==> src/dca_pkg.sv <==
`timescale 1ns / 1ps
// Package for the drive current arbiter: widths, register indexes, reset values,
// packet kind codes and the configuration register bundle. No dependencies.
package dca_pkg;

    localparam int TIMER_BITS_DEF = 16;
    localparam int CUR_W          = 16;
    localparam int THR_W          = 8;
    localparam int ELAPSED_W      = 8;
    localparam int KIND_W         = 3;
    localparam int DISP_W         = CUR_W + 1;
    localparam int CFG_IDX_W      = 3;
    localparam int CFG_DATA_W     = 16;
    localparam int PROD_W         = CUR_W + THR_W;

    localparam logic [CFG_IDX_W-1:0] REG_MAX_CURRENT   = 3'd0;
    localparam logic [CFG_IDX_W-1:0] REG_BRAKE_CURRENT = 3'd1;
    localparam logic [CFG_IDX_W-1:0] REG_COAST_CURRENT = 3'd2;
    localparam logic [CFG_IDX_W-1:0] REG_SAFE_CURRENT  = 3'd3;
    localparam logic [CFG_IDX_W-1:0] REG_CAL_LOW       = 3'd4;
    localparam logic [CFG_IDX_W-1:0] REG_CAL_HIGH      = 3'd5;
    localparam logic [CFG_IDX_W-1:0] REG_INTERLOCK_MS  = 3'd6;

    localparam logic [CUR_W-1:0] RST_MAX_CURRENT   = 16'd35000;
    localparam logic [CUR_W-1:0] RST_BRAKE_CURRENT = 16'd20000;
    localparam logic [CUR_W-1:0] RST_COAST_CURRENT = 16'd5000;
    localparam logic [CUR_W-1:0] RST_SAFE_CURRENT  = 16'd10000;
    localparam logic [THR_W-1:0] RST_CAL_LOW       = 8'd15;
    localparam logic [THR_W-1:0] RST_CAL_HIGH      = 8'd250;
    localparam logic [CUR_W-1:0] RST_INTERLOCK_MS  = 16'd500;

    localparam logic [KIND_W-1:0] KIND_M1_CURRENT   = 3'd0;
    localparam logic [KIND_W-1:0] KIND_M1_BRAKE     = 3'd1;
    localparam logic [KIND_W-1:0] KIND_M2_CURRENT   = 3'd2;
    localparam logic [KIND_W-1:0] KIND_M2_BRAKE     = 3'd3;
    localparam logic [KIND_W-1:0] KIND_M1_TELEMETRY = 3'd4;
    localparam logic [KIND_W-1:0] KIND_M2_TELEMETRY = 3'd5;

    localparam logic [1:0] SLOT_M1     = 2'd0;
    localparam logic [1:0] SLOT_M2     = 2'd1;
    localparam logic [1:0] SLOT_TELE_1 = 2'd2;

    typedef struct packed {
        logic [CUR_W-1:0] drive_full_ma;
        logic [CUR_W-1:0] brake_hold_ma;
        logic [CUR_W-1:0] coast_hold_ma;
        logic [CUR_W-1:0] stop_hold_ma;
        logic [THR_W-1:0] thr_zero_pt;
        logic [THR_W-1:0] thr_full_pt;
        logic [CUR_W-1:0] interlock_ms;
    } t_cfg;

endpackage

==> src/dca_cfg_regs.sv <==
`timescale 1ns / 1ps
// Configuration register file of the drive current arbiter.
// Depends on dca_pkg for indexes, reset values and the register bundle type.
module dca_cfg_regs import dca_pkg::*; (
    input  logic                  i_clk,
    input  logic                  i_rst_n,
    input  logic                  i_wr,
    input  logic [CFG_IDX_W-1:0]  i_index,
    input  logic [CFG_DATA_W-1:0] i_data,
    output t_cfg                  o_cfg
);

    t_cfg r_cfg;

    always_ff @(posedge i_clk) begin
        if (!i_rst_n) begin
            r_cfg.drive_full_ma <= RST_MAX_CURRENT;
            r_cfg.brake_hold_ma <= RST_BRAKE_CURRENT;
            r_cfg.coast_hold_ma <= RST_COAST_CURRENT;
            r_cfg.stop_hold_ma  <= RST_SAFE_CURRENT;
            r_cfg.thr_zero_pt   <= RST_CAL_LOW;
            r_cfg.thr_full_pt   <= RST_CAL_HIGH;
            r_cfg.interlock_ms  <= RST_INTERLOCK_MS;
        end else if (i_wr) begin
            case (i_index)
                REG_MAX_CURRENT:   r_cfg.drive_full_ma <= i_data[CUR_W-1:0];
                REG_BRAKE_CURRENT: r_cfg.brake_hold_ma <= i_data[CUR_W-1:0];
                REG_COAST_CURRENT: r_cfg.coast_hold_ma <= i_data[CUR_W-1:0];
                REG_SAFE_CURRENT:  r_cfg.stop_hold_ma  <= i_data[CUR_W-1:0];
                REG_CAL_LOW:       r_cfg.thr_zero_pt   <= i_data[THR_W-1:0];
                REG_CAL_HIGH:      r_cfg.thr_full_pt   <= i_data[THR_W-1:0];
                REG_INTERLOCK_MS:  r_cfg.interlock_ms  <= i_data[CUR_W-1:0];
                default: ;
            endcase
        end
    end

    assign o_cfg = r_cfg;

endmodule

==> src/dca_divider.sv <==
`timescale 1ns / 1ps
// Restoring divider of the drive current arbiter, one quotient bit per cycle.
// Depends on dca_pkg only for the default widths.
module dca_divider import dca_pkg::*; #(
    parameter int DIVIDEND_W = PROD_W,
    parameter int DIVISOR_W  = THR_W
) (
    input  logic                  i_clk,
    input  logic                  i_rst_n,
    input  logic                  i_start,
    input  logic [DIVIDEND_W-1:0] i_dividend,
    input  logic [DIVISOR_W-1:0]  i_divisor,
    output logic                  o_done,
    output logic [DIVIDEND_W-1:0] o_quotient
);

    localparam int CNT_W = $clog2(DIVIDEND_W + 1);

    logic [DIVISOR_W-1:0]  r_rem;
    logic [DIVIDEND_W-1:0] r_quo;
    logic [DIVISOR_W-1:0]  r_div;
    logic [CNT_W-1:0]      r_cnt;
    logic                  r_busy;
    logic                  r_done;
    logic [DIVISOR_W:0]    w_shift;
    logic [DIVISOR_W:0]    w_diff;
    logic                  w_ge;
    logic [DIVISOR_W-1:0]  n_rem;

    always_comb begin
        w_shift = {r_rem, r_quo[DIVIDEND_W-1]};
        w_ge    = (w_shift >= {1'b0, r_div});
        w_diff  = w_shift - {1'b0, r_div};
        n_rem   = w_ge ? w_diff[DIVISOR_W-1:0] : w_shift[DIVISOR_W-1:0];
    end

    always_ff @(posedge i_clk) begin
        if (!i_rst_n) begin
            r_busy <= 1'b0;
            r_done <= 1'b0;
            r_cnt  <= '0;
        end else begin
            r_done <= 1'b0;
            if (i_start) begin
                r_busy <= 1'b1;
                r_cnt  <= CNT_W'(DIVIDEND_W);
            end else if (r_busy) begin
                r_cnt <= r_cnt - CNT_W'(1);
                if (r_cnt == CNT_W'(1)) begin
                    r_busy <= 1'b0;
                    r_done <= 1'b1;
                end
            end
        end
    end

    always_ff @(posedge i_clk) begin
        if (i_start) begin
            r_rem <= '0;
            r_quo <= i_dividend;
            r_div <= i_divisor;
        end else if (r_busy) begin
            r_rem <= n_rem;
            r_quo <= {r_quo[DIVIDEND_W-2:0], w_ge};
        end
    end

    assign o_done     = r_done;
    assign o_quotient = r_quo;

endmodule

==> src/drive_current_arbiter_top.sv <==
`timescale 1ns / 1ps
// Top level of the drive current arbiter: tick sequencer, interlock state and
// output register. Depends on dca_pkg, dca_cfg_regs and dca_divider.
//
// One tick word in gives one packet word out. A tick whose throttle lies above
// the low calibration point, with the high point above the low one, goes from
// acceptance to a loaded output register in steps: the throttle-span multiply,
// the load of the shared divider, its one-bit-per-cycle restoring division of
// the 24-bit dividend, the capture of the quotient and the forming of the
// packet. Any other tick goes straight to forming the packet. The input stalls
// while a tick is in work, so the next tick is taken in the cycle after the
// packet is loaded at the earliest; a finished packet waits in the output
// register while the next tick is taken, and a stalled output holds the
// sequencer before the load. Configuration writes are always ready.
module drive_current_arbiter_top import dca_pkg::*; #(
    parameter int TIMER_BITS = TIMER_BITS_DEF
) (
    input  logic                  i_clk,
    input  logic                  i_rst_n,
    input  logic                  i_in_valid,
    output logic                  o_in_stall,
    input  logic [THR_W-1:0]      i_throttle_raw,
    input  logic                  i_dead_man_pressed,
    input  logic                  i_brake_pressed,
    input  logic                  i_drive_active,
    input  logic                  i_battery_ok,
    input  logic [ELAPSED_W-1:0]  i_elapsed_ms,
    output logic                  o_out_valid,
    input  logic                  i_out_stall,
    output logic [KIND_W-1:0]     o_packet_kind,
    output logic [CUR_W-1:0]      o_command_ma,
    output logic signed [DISP_W-1:0] o_display_ma,
    output logic                  o_interlock_active,
    input  logic                  i_cfg_valid,
    output logic                  o_cfg_ready,
    input  logic [CFG_IDX_W-1:0]  i_cfg_index,
    input  logic [CFG_DATA_W-1:0] i_cfg_data
);

    localparam int CMP_W = (TIMER_BITS > CUR_W) ? TIMER_BITS : CUR_W;

    typedef enum logic [2:0] {
        S_IDLE,
        S_MUL,
        S_DIV_GO,
        S_DIV_WAIT,
        S_FINISH
    } t_state;

    t_cfg                  w_cfg;
    t_state                r_state;
    logic [1:0]            r_slot;
    logic                  r_dm_prev;
    logic                  r_interlock;
    logic [TIMER_BITS-1:0] r_timer;
    logic [THR_W-1:0]      r_raw;
    logic                  r_dm;
    logic                  r_brk;
    logic                  r_active;
    logic                  r_batt;
    logic [PROD_W-1:0]     r_prod;
    logic [CUR_W-1:0]      r_drive;
    logic                  r_out_valid;
    logic [KIND_W-1:0]     r_kind;
    logic [CUR_W-1:0]      r_cmd;
    logic [DISP_W-1:0]     r_disp;
    logic                  r_il_out;

    logic                  w_accept;
    logic                  w_out_take;
    logic                  w_load_out;
    logic [TIMER_BITS:0]   w_sum;
    logic [TIMER_BITS-1:0] w_timer_sat;
    logic [TIMER_BITS-1:0] w_timer_a;
    logic                  w_il_a;
    logic                  w_dm_edge;
    logic                  w_at_zero;
    logic [TIMER_BITS-1:0] n_timer;
    logic                  n_interlock;
    logic                  w_span_ok;
    logic [THR_W-1:0]      w_top;
    logic [THR_W-1:0]      w_span;
    logic                  w_div_start;
    logic                  w_div_done;
    logic [PROD_W-1:0]     w_quotient;
    logic                  w_brake;
    logic [CUR_W-1:0]      w_cmd;
    logic [DISP_W-1:0]     w_mag;
    logic [KIND_W-1:0]     w_kind;

    dca_cfg_regs u_cfg (
        .i_clk   (i_clk),
        .i_rst_n (i_rst_n),
        .i_wr    (i_cfg_valid),
        .i_index (i_cfg_index),
        .i_data  (i_cfg_data),
        .o_cfg   (w_cfg)
    );

    dca_divider #(
        .DIVIDEND_W (PROD_W),
        .DIVISOR_W  (THR_W)
    ) u_div (
        .i_clk      (i_clk),
        .i_rst_n    (i_rst_n),
        .i_start    (w_div_start),
        .i_dividend (r_prod),
        .i_divisor  (w_span),
        .o_done     (w_div_done),
        .o_quotient (w_quotient)
    );

    assign o_cfg_ready = 1'b1;
    assign o_in_stall  = (r_state != S_IDLE);
    assign w_accept    = i_in_valid && (r_state == S_IDLE);
    assign w_out_take  = r_out_valid && !i_out_stall;
    assign w_load_out  = (r_state == S_FINISH) && (!r_out_valid || !i_out_stall);
    assign w_div_start = (r_state == S_DIV_GO);

    always_comb begin
        w_sum       = {1'b0, r_timer} + (TIMER_BITS + 1)'(i_elapsed_ms);
        w_timer_sat = w_sum[TIMER_BITS] ? '1 : w_sum[TIMER_BITS-1:0];
        w_dm_edge   = i_dead_man_pressed && !r_dm_prev;
        w_timer_a   = w_dm_edge ? '0 : w_timer_sat;
        w_il_a      = w_dm_edge ? 1'b1 : r_interlock;
        w_at_zero   = (i_throttle_raw <= w_cfg.thr_zero_pt);
        if (w_at_zero) begin
            n_timer     = w_timer_a;
            n_interlock = w_il_a &&
                          !(CMP_W'(w_timer_a) > CMP_W'(w_cfg.interlock_ms));
        end else begin
            n_timer     = '0;
            n_interlock = w_il_a;
        end
        w_span_ok = !w_at_zero && (w_cfg.thr_full_pt > w_cfg.thr_zero_pt);
    end

    always_comb begin
        w_top  = (r_raw < w_cfg.thr_full_pt) ? r_raw : w_cfg.thr_full_pt;
        w_span = w_cfg.thr_full_pt - w_cfg.thr_zero_pt;
    end

    always_comb begin
        w_cmd   = '0;
        w_brake = 1'b0;
        if (r_active) begin
            w_brake = 1'b1;
            if (r_brk) begin
                w_cmd = w_cfg.brake_hold_ma;
            end else if (r_dm) begin
                if (r_drive != '0) begin
                    w_cmd   = r_drive;
                    w_brake = 1'b0;
                end else begin
                    w_cmd = w_cfg.coast_hold_ma;
                end
            end else begin
                w_cmd = w_cfg.stop_hold_ma;
            end
            if (!r_batt || r_interlock) begin
                w_cmd   = '0;
                w_brake = 1'b0;
            end
        end
        w_mag = {1'b0, w_cmd};
        case (r_slot)
            SLOT_M1:     w_kind = w_brake ? KIND_M1_BRAKE : KIND_M1_CURRENT;
            SLOT_M2:     w_kind = w_brake ? KIND_M2_BRAKE : KIND_M2_CURRENT;
            SLOT_TELE_1: w_kind = KIND_M1_TELEMETRY;
            default:     w_kind = KIND_M2_TELEMETRY;
        endcase
    end

    always_ff @(posedge i_clk) begin
        if (!i_rst_n) begin
            r_state     <= S_IDLE;
            r_slot      <= '0;
            r_dm_prev   <= 1'b0;
            r_interlock <= 1'b1;
            r_timer     <= '0;
            r_out_valid <= 1'b0;
        end else begin
            if (w_out_take && !w_load_out) begin
                r_out_valid <= 1'b0;
            end
            case (r_state)
                S_IDLE: begin
                    if (w_accept) begin
                        r_timer     <= n_timer;
                        r_interlock <= n_interlock;
                        r_dm_prev   <= i_dead_man_pressed;
                        r_state     <= w_span_ok ? S_MUL : S_FINISH;
                    end
                end
                S_MUL: begin
                    r_state <= S_DIV_GO;
                end
                S_DIV_GO: begin
                    r_state <= S_DIV_WAIT;
                end
                S_DIV_WAIT: begin
                    if (w_div_done) begin
                        r_state <= S_FINISH;
                    end
                end
                S_FINISH: begin
                    if (w_load_out) begin
                        r_out_valid <= 1'b1;
                        r_slot      <= r_slot + 2'd1;
                        r_state     <= S_IDLE;
                    end
                end
                default: begin
                    r_state <= S_IDLE;
                end
            endcase
        end
    end

    always_ff @(posedge i_clk) begin
        if (w_accept) begin
            r_raw    <= i_throttle_raw;
            r_dm     <= i_dead_man_pressed;
            r_brk    <= i_brake_pressed;
            r_active <= i_drive_active;
            r_batt   <= i_battery_ok;
            r_drive  <= '0;
        end
        if (r_state == S_MUL) begin
            r_prod <= PROD_W'(w_top - w_cfg.thr_zero_pt) * PROD_W'(w_cfg.drive_full_ma);
        end
        if (r_state == S_DIV_WAIT && w_div_done) begin
            r_drive <= w_quotient[CUR_W-1:0];
        end
        if (w_load_out) begin
            r_kind   <= w_kind;
            r_cmd    <= w_cmd;
            r_disp   <= w_brake ? (DISP_W'(0) - w_mag) : w_mag;
            r_il_out <= r_interlock;
        end
    end

    assign o_out_valid        = r_out_valid;
    assign o_packet_kind      = r_kind;
    assign o_command_ma       = r_cmd;
    assign o_display_ma       = r_disp;
    assign o_interlock_active = r_il_out;

    a_interlock_zero: assert property (@(posedge i_clk) disable iff (!i_rst_n)
        o_out_valid && o_interlock_active |-> o_command_ma == '0)
        else $error("interlock active with nonzero command");

    a_disp_magnitude: assert property (@(posedge i_clk) disable iff (!i_rst_n)
        o_out_valid && !o_display_ma[DISP_W-1] |-> o_display_ma[CUR_W-1:0] == o_command_ma)
        else $error("display does not match command");

    a_disp_negated: assert property (@(posedge i_clk) disable iff (!i_rst_n)
        o_out_valid && o_display_ma[DISP_W-1]
        |-> (DISP_W'(0) - o_display_ma) == {1'b0, o_command_ma})
        else $error("braking display is not the negated command");

    a_slot_advance: assert property (@(posedge i_clk) disable iff (!i_rst_n)
        w_load_out |=> r_slot == ($past(r_slot) + 2'd1))
        else $error("slot did not advance by one per packet");

    a_div_done_wait: assert property (@(posedge i_clk) disable iff (!i_rst_n)
        w_div_done |-> r_state == S_DIV_WAIT)
        else $error("divider finished outside the wait state");

endmodule
==> config.mk <==
export PLATFORM = sky130hd
export DESIGN_NAME = drive_current_arbiter_top
export DESIGN_NICKNAME = d
export VERILOG_FILES = /design/src/dca_pkg.sv /design/src/dca_cfg_regs.sv /design/src/dca_divider.sv /design/src/drive_current_arbiter_top.sv
export SDC_FILE = /design/constraint.sdc
export NUM_CORES = 1
export LEC_CHECK = 0
export BUFFER_PORTS_ARGS = -buffer_cell sky130_fd_sc_hd__buf_2
export CORE_AREA = 2 2 171 173
export CTS_CLUSTER_SIZE = 14
export DETAILED_ROUTE_END_ITERATION = 7
export DIE_AREA = 0 0 173 175
export GPL_ROUTABILITY_DRIVEN = 0
export PLACE_DENSITY = 0.77
export SETUP_SLACK_MARGIN = 0.2
export SLEW_MARGIN = 20
export SYNTH_ARGS = -nofsm -noshare
export SYNTH_HDL_FRONTEND = slang
export SYNTH_SLANG_ARGS = --single-unit
==> constraint.sdc <==
create_clock -name i_clk -period 9.8 [get_ports i_clk]
set_input_delay 1.96 -clock i_clk [delete_from_list [all_inputs] [get_ports i_clk]]
set_output_delay 1.96 -clock i_clk [all_outputs]
set_load 0.02 [all_outputs]
==> flow_metrics.env, run 1 <==
export IMPL_number_of_antenna_violations_at_the_first_check_in_global_routing=1
export IMPL_synth_to_layout_area_growth_pct=10.4
export IMPL_cts_root_buffer_cell="sky130_fd_sc_hd__clkbuf_16"
export IMPL_ys_flop_type="sky130_fd_sc_hd__dfxtp_1"
export IMPL_core_area_um2=28400
export IMPL_timing_final_max_slew_violations=0
export IMPL_placedCellCount=2166
export IMPL_cp_end_kind="flop"
export IMPL_totalPowerFinal_mw=5.35
export IMPL_synthDistinctLibCells=70
export IMPL_final_min_period_over_clock_period_pct=89.3
export IMPL_num_vias=12800
export IMPL_vertical_extent_of_the_die_um=175
export IMPL_static_leakage_power_nw=7.95
export IMPL_drc=0
export IMPL_clock_sinks=255
export IMPL_synth_warning_count=0
export IMPL_critPathMaxStageDelay_ns=0.58
export IMPL_p_per_area_nw_per_um2=288
export IMPL_final_setup_violation_count=0
export IMPL_crit_start="u_cfg.o_cfg[17]"
export IMPL_grt_pass1_vias=12800
export IMPL_synth_cell_area_um2=16800
export IMPL_whs_path_depth=2
export IMPL_worst_skew_pair_late_latency_ns=0.55
export IMPL_final_period_minus_worst_setup_slack_ns=8.76
export IMPL_synth_area_leader="sky130_fd_sc_hd__edfxtp_1"
export IMPL_fmax_ghz=0.114
export IMPL_chipWidth_um=173
export IMPL_starting_drt_drc_count=997
export IMPL_firstDrtPassIters=5
export IMPL_cts_root_to_sink_buffers=3
export IMPL_die_footprint_um2=30300
export IMPL_rrSetupSlack_ns=1.04
export IMPL_worstMarginPinSlew_ns=1.05
export IMPL_timing_critical_path_required_ns=10.10
export IMPL_worst_setup_hold_path_clk_slew_ns=0.07
export IMPL_max_slew_margin_pct=30.1
export IMPL_hold_path_end="u_cfg.o_cfg[76]"
export IMPL_worstReg2RegStart="u_cfg.o_cfg[17]"
export IMPL_number_of_synthesized_flops_with_an_enable_pin=120
export IMPL_grt_total_usage_pct=26.1
export IMPL_timing_critical_path_fanout_max=17
export IMPL_final_core_utilization_pct=65.3
export IMPL_nets=2090
export IMPL_final_setup_skew_ns=0.0181
export IMPL_post_drt_wl_per_cell_um=17.5
export IMPL_grt_setup_unrepaired="false"
export IMPL_insertedDiodeCount=0
export IMPL_post_cts_repair_setup_buffers=0
export IMPL_regArea_um2=6310
export IMPL_floorplan_initialDensity_pct=59.2
export IMPL_start_kind="flop"
export IMPL_critical_path_reg2reg_endpoint="r_prod[17]"
export IMPL_h_tree_depth=1
export IMPL_cp_data_arrival_time_ns=9.05
export IMPL_path_common_cell="sky130_fd_sc_hd__fa_1"
export IMPL_grt_pass1_wl_um=64100
export IMPL_timing_setup_tns_ns=0
export IMPL_synth_seq_cells=255
export IMPL_peak_ir_drop_on_the_vdd_network_mv=0.453
export IMPL_filler_cell_count=2259
export IMPL_cts_resized_gates=0
export IMPL_post_route_cells_drive_above_1_share_pct=11.8
export IMPL_synthCells=1753
export IMPL_crit_path_top_delay_cell="sky130_fd_sc_hd__o41a_1"
export IMPL_reg2reg_depth=34
export IMPL_pin_count_of_the_biggest_net_entering_global_routing=69
export IMPL_cts_hold_repair_buffers=0
export IMPL_design_portCount=84
export IMPL_detail_route_vias_per_cell=5.77
export IMPL_asyncSetResetFlopFracSynth_pct=0
export IMPL_ant_nets=0
export IMPL_synthMostInstantiatedCell="sky130_fd_sc_hd__nand2_1"
export IMPL_netlist_top_cells_count="275 x sky130_fd_sc_hd__nand2_1, 146 x sky130_fd_sc_hd__inv_1, 135 x sky130_fd_sc_hd__dfxtp_1, 130 x sky130_fd_sc_hd__ha_1, 129 x sky130_fd_sc_hd__a21oi_1"
export IMPL_min_from="u_cfg.o_cfg[76]"
export IMPL_post_layout_nonfiller_instances=2218
export IMPL_max_cap_viol_count=0
export IMPL_hold_class="flop to flop"
export IMPL_report_final_hold_viol_count=0
export IMPL_place_detailed_hpwl_um=28400
export IMPL_site_rows=62
export IMPL_drt_wl_total_um=38900
export IMPL_grt_overflow_total=0
export IMPL_syn_num_nets=2030
export IMPL_yosys_area_top_type_share_pct=21.5
export IMPL_synth_top_cells_by_area="sky130_fd_sc_hd__edfxtp_1 21%, sky130_fd_sc_hd__dfxtp_1 16%, sky130_fd_sc_hd__fa_1 12%, sky130_fd_sc_hd__ha_1 9.7%, sky130_fd_sc_hd__nand2_1 6.1%"
export IMPL_multi_input_comb_area_um2=9700
export IMPL_tritoncts="yes"
export IMPL_postSynthAreaPerCell_um2=9.58
export IMPL_critical_path_class="flop to flop"
export IMPL_port_buffer_count=82
export IMPL_outcome="finished clean"
export IMPL_synth_seq_area_share_pct=37.5
export IMPL_numCtsBuffers=27
## layout make-up
type	instances	area share [%]
Inverter	147	2.98
Multi-Input combinational cell	1281	52.3
Sequential cell	255	34.0
Tap cell	384	2.59
Clock inverter	16	0.898
Clock buffer	34	4.00
Timing Repair Buffer	101	3.20
## per-layer routing
layer,routed length (um),track usage [%]
met2,19000,45.7
met3,2420,4.83
met1,16100,32.4
met5,18,0
met4,1380,9.32
## cell usage in the layout (no fill, tap or decap), types with 33 or more instances in the layout
master and instances:
sky130_fd_sc_hd__and2_1 86, sky130_fd_sc_hd__xnor2_1 37, sky130_fd_sc_hd__ha_1 130, sky130_fd_sc_hd__nor3_1 33, sky130_fd_sc_hd__a21oi_1 128, sky130_fd_sc_hd__o21ai_0 41
sky130_fd_sc_hd__fa_1 103, sky130_fd_sc_hd__buf_2 82, sky130_fd_sc_hd__inv_1 146, sky130_fd_sc_hd__nor2_1 98, sky130_fd_sc_hd__nand2_1 275, sky130_fd_sc_hd__edfxtp_1 120
sky130_fd_sc_hd__nand3_1 38, sky130_fd_sc_hd__mux2_2 33, sky130_fd_sc_hd__dfxtp_1 135
## power breakdown
group	switching (mW)	internal, mW
combinational	1.63	1.24
sequential	0.0600	1.37
clock	0.424	0.616
## stage by stage
stage / instance area (um2) / hold WS [ns] / worst slack, ns
2_1_floorplan: 16800 / 0.433 / 1.94
3_3_place_gp: 17600 / 0.442 / 1.29
3_5_place_dp: 17600 / 0.446 / 1.08
4_1_cts: 18500 / 0.455 / 1.08
5_1_grt: 18500 / 0.474 / 0.455
6_report: 18500 / 0.455 / 1.04
## worst max-delay path: cells and delay by family (launching register included)
kind | cells | cell delay [ns]
compound gates | 13 | 2.32
xor+xnor | 1 | 0.10
fa+ha+maj | 9 | 3.80
buf+inv | 5 | 0.29
flops | 1 | 0.36
mux | 1 | 0.31
simple gates | 5 | 1.32
## kinds of logic after synthesis
group                      Yosys count  share of synthesized area [%]
other                                1                         0.0223
xor gates and xnor gates            65                           3.39
AOI/OAI and AO/OA                  280                           10.2
DFF                                255                           37.5
buffers and inverters              217                           4.94
adders and majority gates          233                           22.0
and+or+nand+nor                    657                           19.0
muxes                               45                           2.93
## sequential cells by signal, indices dropped and copies added (netlist names), 5 cells and up
name / cells
o_command_ma: 16
o_display_ma: 16
r_drive: 16
r_prod: 24
r_raw: 8
r_timer: 16
u_cfg.o_cfg: 96
u_div.o_quotient: 24
u_div.r_cnt: 5
u_div.r_div: 8
u_div.r_rem: 8
## worst max path at each step
stage | end | depth (start not counted) | slack, ns
2_1_floorplan | r_prod[16] | 35 | 1.94
3_3_place_gp | r_prod[16] | 35 | 1.29
3_5_place_dp | r_prod[16] | 35 | 1.08
4_1_cts | r_prod[17] | 34 | 1.08
5_1_grt | r_prod[16] | 35 | 0.46
6_report | r_prod[17] | 34 | 1.04
No activity file was read; power rests on OpenSTA's default activity.
==> inputs of run 2 (changes only) <==
==> constraint.sdc (replaced) <==
create_clock -name i_clk -period 9.4 [get_ports i_clk]
set_input_delay 1.88 -clock i_clk [delete_from_list [all_inputs] [get_ports i_clk]]
set_output_delay 1.88 -clock i_clk [all_outputs]
set_load 0.01 [all_outputs]
==> run 2 against run 1 <==
Effect of this change: sequential share of layout area is 0.18 points higher; worst setup slack worse by 0.45 ns; die area unchanged; critical path type unchanged; largest power group unchanged; highest routed layer unchanged.
==> flow_metrics.env, run 2 (synthesis gave the netlist of run 1 again) <==
export IMPL_synth_to_layout_area_growth_pct=9.79
export IMPL_grt_overflow_total=0
export IMPL_regArea_um2=6310
export IMPL_cts_resized_gates=0
export IMPL_timing_final_max_slew_violations=0
export IMPL_design_portCount=84
export IMPL_pin_count_of_the_biggest_net_entering_global_routing=69
export IMPL_post_route_cells_drive_above_1_share_pct=11.7
export IMPL_floorplan_initialDensity_pct=59.2
export IMPL_report_final_hold_viol_count=0
export IMPL_top_library_cells_by_usage_in_the_layout_fill_and_taps_aside="275 x sky130_fd_sc_hd__nand2_1, 146 x sky130_fd_sc_hd__inv_1, 135 x sky130_fd_sc_hd__dfxtp_1"
export IMPL_grt_setup_unrepaired="false"
export IMPL_multi_input_comb_area_um2=9700
export IMPL_p_int_mw=3.28
export IMPL_finalInstanceArea_um2=18400
export IMPL_post_cts_repair_setup_buffers=0
export IMPL_core_area_um2=28400
export IMPL_critical_path_class="flop to flop"
export IMPL_combinationalPowerShare_pct=54.8
export IMPL_drt_wl_total_um=38600
export IMPL_largest_register_ffs=96
export IMPL_start_kind="flop"
export IMPL_max_slew_margin_pct=30.7
export IMPL_cp_end_kind="flop"
export IMPL_place_detailed_hpwl_um=28300
export IMPL_share_seq_of_total_power_pct=27.4
export IMPL_grt_pass1_wl_um=64300
export IMPL_site_rows=62
export IMPL_cts_root_buffer_cell="sky130_fd_sc_hd__clkbuf_16"
export IMPL_nets=2090
export IMPL_chipWidth_um=173
export IMPL_h_tree_depth=1
export IMPL_outcome="finished clean"
export IMPL_rrSetupSlack_ns=0.59
export IMPL_fmax_ghz=0.114
export IMPL_layout_commonest_cell="sky130_fd_sc_hd__nand2_1"
export IMPL_static_leakage_power_nw=7.90
export IMPL_peak_ir_drop_on_the_vdd_network_mv=0.426
export IMPL_post_drt_wl_per_cell_um=17.4
export IMPL_timing_critical_path_fanout_max=17
export IMPL_cp_data_arrival_time_ns=9.10
export IMPL_starting_drt_drc_count=963
export IMPL_ant_nets=0
export IMPL_p_per_area_nw_per_um2=296
export IMPL_power_switching_mw=2.19
export IMPL_number_of_antenna_violations_at_the_first_check_in_global_routing=1
export IMPL_final_setup_violation_count=0
export IMPL_cts_hold_repair_buffers=0
export IMPL_path_common_cell="sky130_fd_sc_hd__fa_1"
export IMPL_num_vias=12700
export IMPL_final_period_minus_worst_setup_slack_ns=8.81
export IMPL_final_setup_skew_ns=0.0203
export IMPL_cts_root_to_sink_buffers=3
export IMPL_critPathMaxStageDelay_ns=0.55
export IMPL_worst_setup_hold_path_clk_slew_ns=0.06
export IMPL_place_area_um2=17600
export IMPL_timing_critical_path_required_ns=9.69
export IMPL_final_min_period_over_clock_period_pct=93.7
export IMPL_hold_class="flop to flop"
export IMPL_grt_pass1_vias=12700
export IMPL_numCtsBuffers=26
export IMPL_filler_cell_count=2256
export IMPL_detail_route_vias_per_cell=5.74
export IMPL_die_footprint_um2=30300
export IMPL_power_share_clock_pct=17.8
export IMPL_vertical_extent_of_the_die_um=175
export IMPL_drc=0
export IMPL_timing_setup_tns_ns=0
export IMPL_tritoncts="yes"
export IMPL_grt_total_usage_pct=26.1
export IMPL_worstMarginPinSlew_ns=1.03
export IMPL_firstDrtPassIters=5
export IMPL_clock_sinks=255
export IMPL_totalPowerFinal_mw=5.47
export IMPL_port_buffer_count=82
export IMPL_power_share_switching_pct=40.1
export IMPL_worst_skew_pair_late_latency_ns=0.54
export IMPL_crit_path_top_delay_cell="sky130_fd_sc_hd__fa_1"
export IMPL_max_cap_viol_count=0
-- run 2: routing by layer --
layer	up-vias	routed length [um]	track usage [%]	share of wire (%)
met2	399	18700	44.8	48
met5	-	18	0	0.047
met4	2	1340	9.60	3.5
met1	6176	16100	34.0	42
li1	6063	-	-	-
met3	86	2460	3.44	6.4
-- run 2: layout make-up --
class	count	share of cell area, %
sequential	255	34.2
timing repair buffer	102	3.26
clock inverter	11	0.387
tap	384	2.61
multi-input combinational	1281	52.6
antenna	1	0.0136
clock buffer	37	3.98
inverter	147	2.99
-- run 2: through the flow --
step	hold slack [ns]	worst slack, ns	util, %	cells
after floorplan	0.433	1.54	-	1753
after global placement	0.442	1.04	61.9	2167
after detailed placement	0.445	0.727	61.9	2167
after CTS	0.455	0.662	64.7	2215
after global routing	0.475	0.204	64.9	2217
final	0.456	0.591	65.0	2218
-- run 2: worst max-delay path: cells and delay by family, from the launching register on --
| family | cells | cell delay, ns |
|---|---|---|
| xor+xnor | 1 | 0.09 |
| mux | 1 | 0.33 |
| compound gates | 13 | 2.12 |
| fa+ha+maj | 9 | 3.86 |
| flops | 1 | 0.37 |
| buf+inv | 6 | 0.52 |
| simple gates | 5 | 1.28 |
-- run 2: final timing paths --
kind	from	to	depth (start not counted)
setup / recovery	u_cfg.o_cfg[17]	r_prod[17]	35
hold / removal	u_cfg.o_cfg[47]	u_cfg.o_cfg[47]	2
setup reg to reg	u_cfg.o_cfg[17]	r_prod[17]	35
hold reg to reg	u_cfg.o_cfg[47]	u_cfg.o_cfg[47]	2
-- run 2: power groups by stage --
stage,Combinational (mW),Sequential [mW],Clock [mW]
6_report,3.00,1.50,0.973
5_1_grt,3.41,1.51,1.03
3_3_place_gp,2.89,1.51,0
3_5_place_dp,2.95,1.52,0
2_1_floorplan,2.31,1.49,0
4_1_cts,2.99,1.50,0.988
==> inputs of run 3 (changes only) <==
--- a/config.mk
+++ b/config.mk
@@ -5,13 +5,14 @@
 export SDC_FILE = /design/constraint.sdc
 export NUM_CORES = 1
 export LEC_CHECK = 0
+export ABC_AREA = 1
 export BUFFER_PORTS_ARGS = -buffer_cell sky130_fd_sc_hd__buf_2
 export CORE_AREA = 2 2 171 173
 export CTS_CLUSTER_SIZE = 14
 export DETAILED_ROUTE_END_ITERATION = 7
 export DIE_AREA = 0 0 173 175
 export GPL_ROUTABILITY_DRIVEN = 0
-export PLACE_DENSITY = 0.77
+export PLACE_DENSITY = 0.78
 export SETUP_SLACK_MARGIN = 0.2
 export SLEW_MARGIN = 20
 export SYNTH_ARGS = -nofsm -noshare
==> run 3 against run 2 <==
Effect of this change: cell area unchanged; maximum frequency increased by 6.6%; sequential share of layout area unchanged; critical path type unchanged.
==> flow_metrics.env, run 3 <==
export IMPL_outcome="finished clean"
export IMPL_timing_final_max_slew_violations=0
export IMPL_site_rows=62
export IMPL_port_buffer_count=82
export IMPL_finalInstanceArea_um2=18400
export IMPL_worstReg2RegStart="r_raw[7]"
export IMPL_top_library_cells_by_usage_in_the_layout_fill_and_taps_aside="414 x sky130_fd_sc_hd__nand2_1, 287 x sky130_fd_sc_hd__inv_1, 244 x sky130_fd_sc_hd__nor2_1"
export IMPL_grt_total_usage_pct=27.0
export IMPL_crit_path_top_delay_cell="sky130_fd_sc_hd__xor2_1"
export IMPL_ys_flop_type="sky130_fd_sc_hd__dfxtp_1"
export IMPL_critical_path_reg2reg_endpoint="r_prod[21]"
export IMPL_h_tree_depth=1
export IMPL_max_cap_viol_count=0
export IMPL_pin_count_of_the_biggest_net_entering_global_routing=105
export IMPL_grt_pass1_vias=13400
export IMPL_starting_drt_drc_count=1299
export IMPL_synth_seq_cells=255
export IMPL_synth_area_in_adders_pct=21.8
export IMPL_synth_seq_area_share_pct=37.3
export IMPL_gr_usage_met1_pct=35.6
export IMPL_synth_top_family_by_area="adder cells"
export IMPL_timing_critical_path_fanout_max=16
export IMPL_synth_to_layout_area_growth_pct=9.11
export IMPL_max_slew_margin_pct=27.2
export IMPL_critical_path_top_delay_family="adder cells"
export IMPL_firstDrtPassIters=6
export IMPL_cts_resized_gates=0
export IMPL_grt_setup_unrepaired="false"
export IMPL_worstMarginPinSlew_ns=1.09
export IMPL_post_drt_wl_per_cell_um=16.5
export IMPL_numCtsBuffers=27
export IMPL_critPathMaxStageDelay_ns=0.87
export IMPL_die_footprint_um2=30300
export IMPL_fmax_ghz=0.121
export IMPL_asyncSetResetFlopFracSynth_pct=0
export IMPL_report_final_hold_viol_count=0
export IMPL_hold_path_end="o_interlock_active"
export IMPL_number_of_antenna_violations_at_the_first_check_in_global_routing=0
export IMPL_yosys_area_share_simple_pct=19.3
export IMPL_place_area_um2=17600
export IMPL_synth_warning_count=0
export IMPL_largest_register_ffs=96
export IMPL_vertical_extent_of_the_die_um=175
export IMPL_regArea_um2=6310
export IMPL_rrSetupSlack_ns=1.13
export IMPL_grt_util_met2_pct=45.1
export IMPL_cts_root_to_sink_buffers=3
export IMPL_worst_path_stages=27
export IMPL_cp_end_kind="flop"
export IMPL_worst_setup_hold_path_clk_slew_ns=0.06
export IMPL_timing_critical_path_required_ns=9.69
export IMPL_synth_mux_area_share_pct=0
export IMPL_netlist_top_cells_count="414 x sky130_fd_sc_hd__nand2_1, 287 x sky130_fd_sc_hd__inv_1, 246 x sky130_fd_sc_hd__nor2_1, 135 x sky130_fd_sc_hd__dfxtp_1, 132 x sky130_fd_sc_hd__a21oi_1"
export IMPL_dpl_worst_slack_ns=1.23
export IMPL_critical_path_class="flop to flop"
export IMPL_nets=2362
export IMPL_synth_compound_area_share_pct=10.4
export IMPL_tritoncts="yes"
export IMPL_number_of_synthesized_flops_with_an_enable_pin=120
export IMPL_core_area_um2=28400
export IMPL_clock_sinks=255
export IMPL_num_vias=13900
export IMPL_post_route_cells_drive_above_1_share_pct=8.40
export IMPL_final_setup_violation_count=0
export IMPL_drt_wl_total_um=41000
export IMPL_postSynthAreaPerCell_um2=8.34
export IMPL_whs_path_depth=0
export IMPL_design_portCount=84
export IMPL_place_detailed_hpwl_um=30600
export IMPL_cts_hold_repair_buffers=0
export IMPL_synthMostInstantiatedCell="sky130_fd_sc_hd__nand2_1"
export IMPL_hold_class="flop to flop"
export IMPL_final_period_minus_worst_setup_slack_ns=8.27
export IMPL_start_kind="flop"
export IMPL_reg2reg_depth=27
export IMPL_worstPathBufferInverterCount=0
export IMPL_layout_commonest_cell="sky130_fd_sc_hd__nand2_1"
export IMPL_min_from="r_interlock"
export IMPL_grt_pass1_wl_um=66500
export IMPL_grt_overflow_total=0
export IMPL_syn_num_nets=2304
export IMPL_ant_nets=0
export IMPL_post_cts_repair_setup_buffers=0
export IMPL_yosys_area_top_type_share_pct=21.3
export IMPL_timing_setup_tns_ns=0
export IMPL_synthDistinctLibCells=47
export IMPL_chipWidth_um=173
export IMPL_floorplan_initialDensity_pct=59.5
export IMPL_synth_top_cells_by_area="sky130_fd_sc_hd__edfxtp_1 21%, sky130_fd_sc_hd__dfxtp_1 16%, sky130_fd_sc_hd__fa_1 12%, sky130_fd_sc_hd__ha_1 9.6%, sky130_fd_sc_hd__nand2_1 9.2%"
export IMPL_synthXorXnorAreaFrac_pct=2.80
export IMPL_cts_root_buffer_cell="sky130_fd_sc_hd__clkbuf_16"
export IMPL_multi_input_comb_area_um2=9200
export IMPL_worst_skew_pair_late_latency_ns=0.57
export IMPL_final_setup_skew_ns=0.0378
export IMPL_synth_cell_area_um2=16900
export IMPL_final_min_period_over_clock_period_pct=87.9
export IMPL_filler_cell_count=2348
export IMPL_worst_slack_ns=1.13
export IMPL_synthCells=2027
export IMPL_cp_data_arrival_time_ns=8.55
export IMPL_globalRoute_busiestLayer="met2"
export IMPL_detail_route_vias_per_cell=5.57
export IMPL_synth_area_leader="sky130_fd_sc_hd__edfxtp_1"
export IMPL_grt_use_met3_pct=4.07
export IMPL_insertedDiodeCount=0
export IMPL_drc=0
## run 3: cell count changes in the layout (fill, tap and decap cells not counted), moves of 20 or more
cell	before	now
sky130_fd_sc_hd__nor2_1	98	244
sky130_fd_sc_hd__inv_1	146	287
sky130_fd_sc_hd__nand2_1	275	414
sky130_fd_sc_hd__and2_1	86	1
sky130_fd_sc_hd__o21ai_0	41	114
sky130_fd_sc_hd__nand3_1	38	89
sky130_fd_sc_hd__mux2_2	33	0
sky130_fd_sc_hd__nand2b_1	27	0
sky130_fd_sc_hd__nor2b_1	24	0
sky130_fd_sc_hd__xnor2_1	37	14
sky130_fd_sc_hd__nor3_1	34	14
## run 3: logic make-up (layout without fill, tap and decap cells)
kind of cell / after synthesis / in the layout
AO/OA/AOI/OAI: 318 / 318
XOR/XNOR: 54 / 54
adder cells (fa/ha/maj): 233 / 233
buffers and inverters: 366 / 445
flip-flops: 255 / 255
other: 1 / 1
AND/OR/NAND/NOR: 800 / 800
## run 3: area by class of cell
type,instances,share of cell area [%]
inverters,304,6.19
clock inverters,15,0.739
well taps,384,2.61
repair buffers,91,2.59
multi-input cells,1406,49.9
clock buffers,35,3.83
flip-flops and latches,255,34.2
## run 3: worst max-delay path by stage
stage	from	slack, ns	to
2_1_floorplan	u_cfg.o_cfg[17]	2.28	r_prod[21]
3_3_place_gp	u_cfg.o_cfg[17]	1.57	r_prod[21]
3_5_place_dp	u_cfg.o_cfg[17]	1.23	r_prod[21]
4_1_cts	r_raw[7]	1.20	r_prod[21]
5_1_grt	r_raw[7]	0.55	r_prod[21]
6_report	r_raw[7]	1.13	r_prod[21]
## run 3: per-layer routing
layer / share of wire, % / wire length, um
met3: 7.8 / 3210
met5: 0 / 0
met1: 41 / 16900
met4: 4.0 / 1640
met2: 47 / 19300
## run 3: per-stage QoR
stage,util [%],hold WS (ns),instances
after floorplan,-,0.408,2027
after global placement,62.0,0.423,2440
after detailed placement,62.0,0.428,2440
after CTS,65.0,0.439,2490
after global routing,65.0,0.444,2490
final,65.0,0.441,2490
Power of run 3 is not shown: default switching activity piles up to over one toggle a cycle in this logic, so the estimate is an artifact.
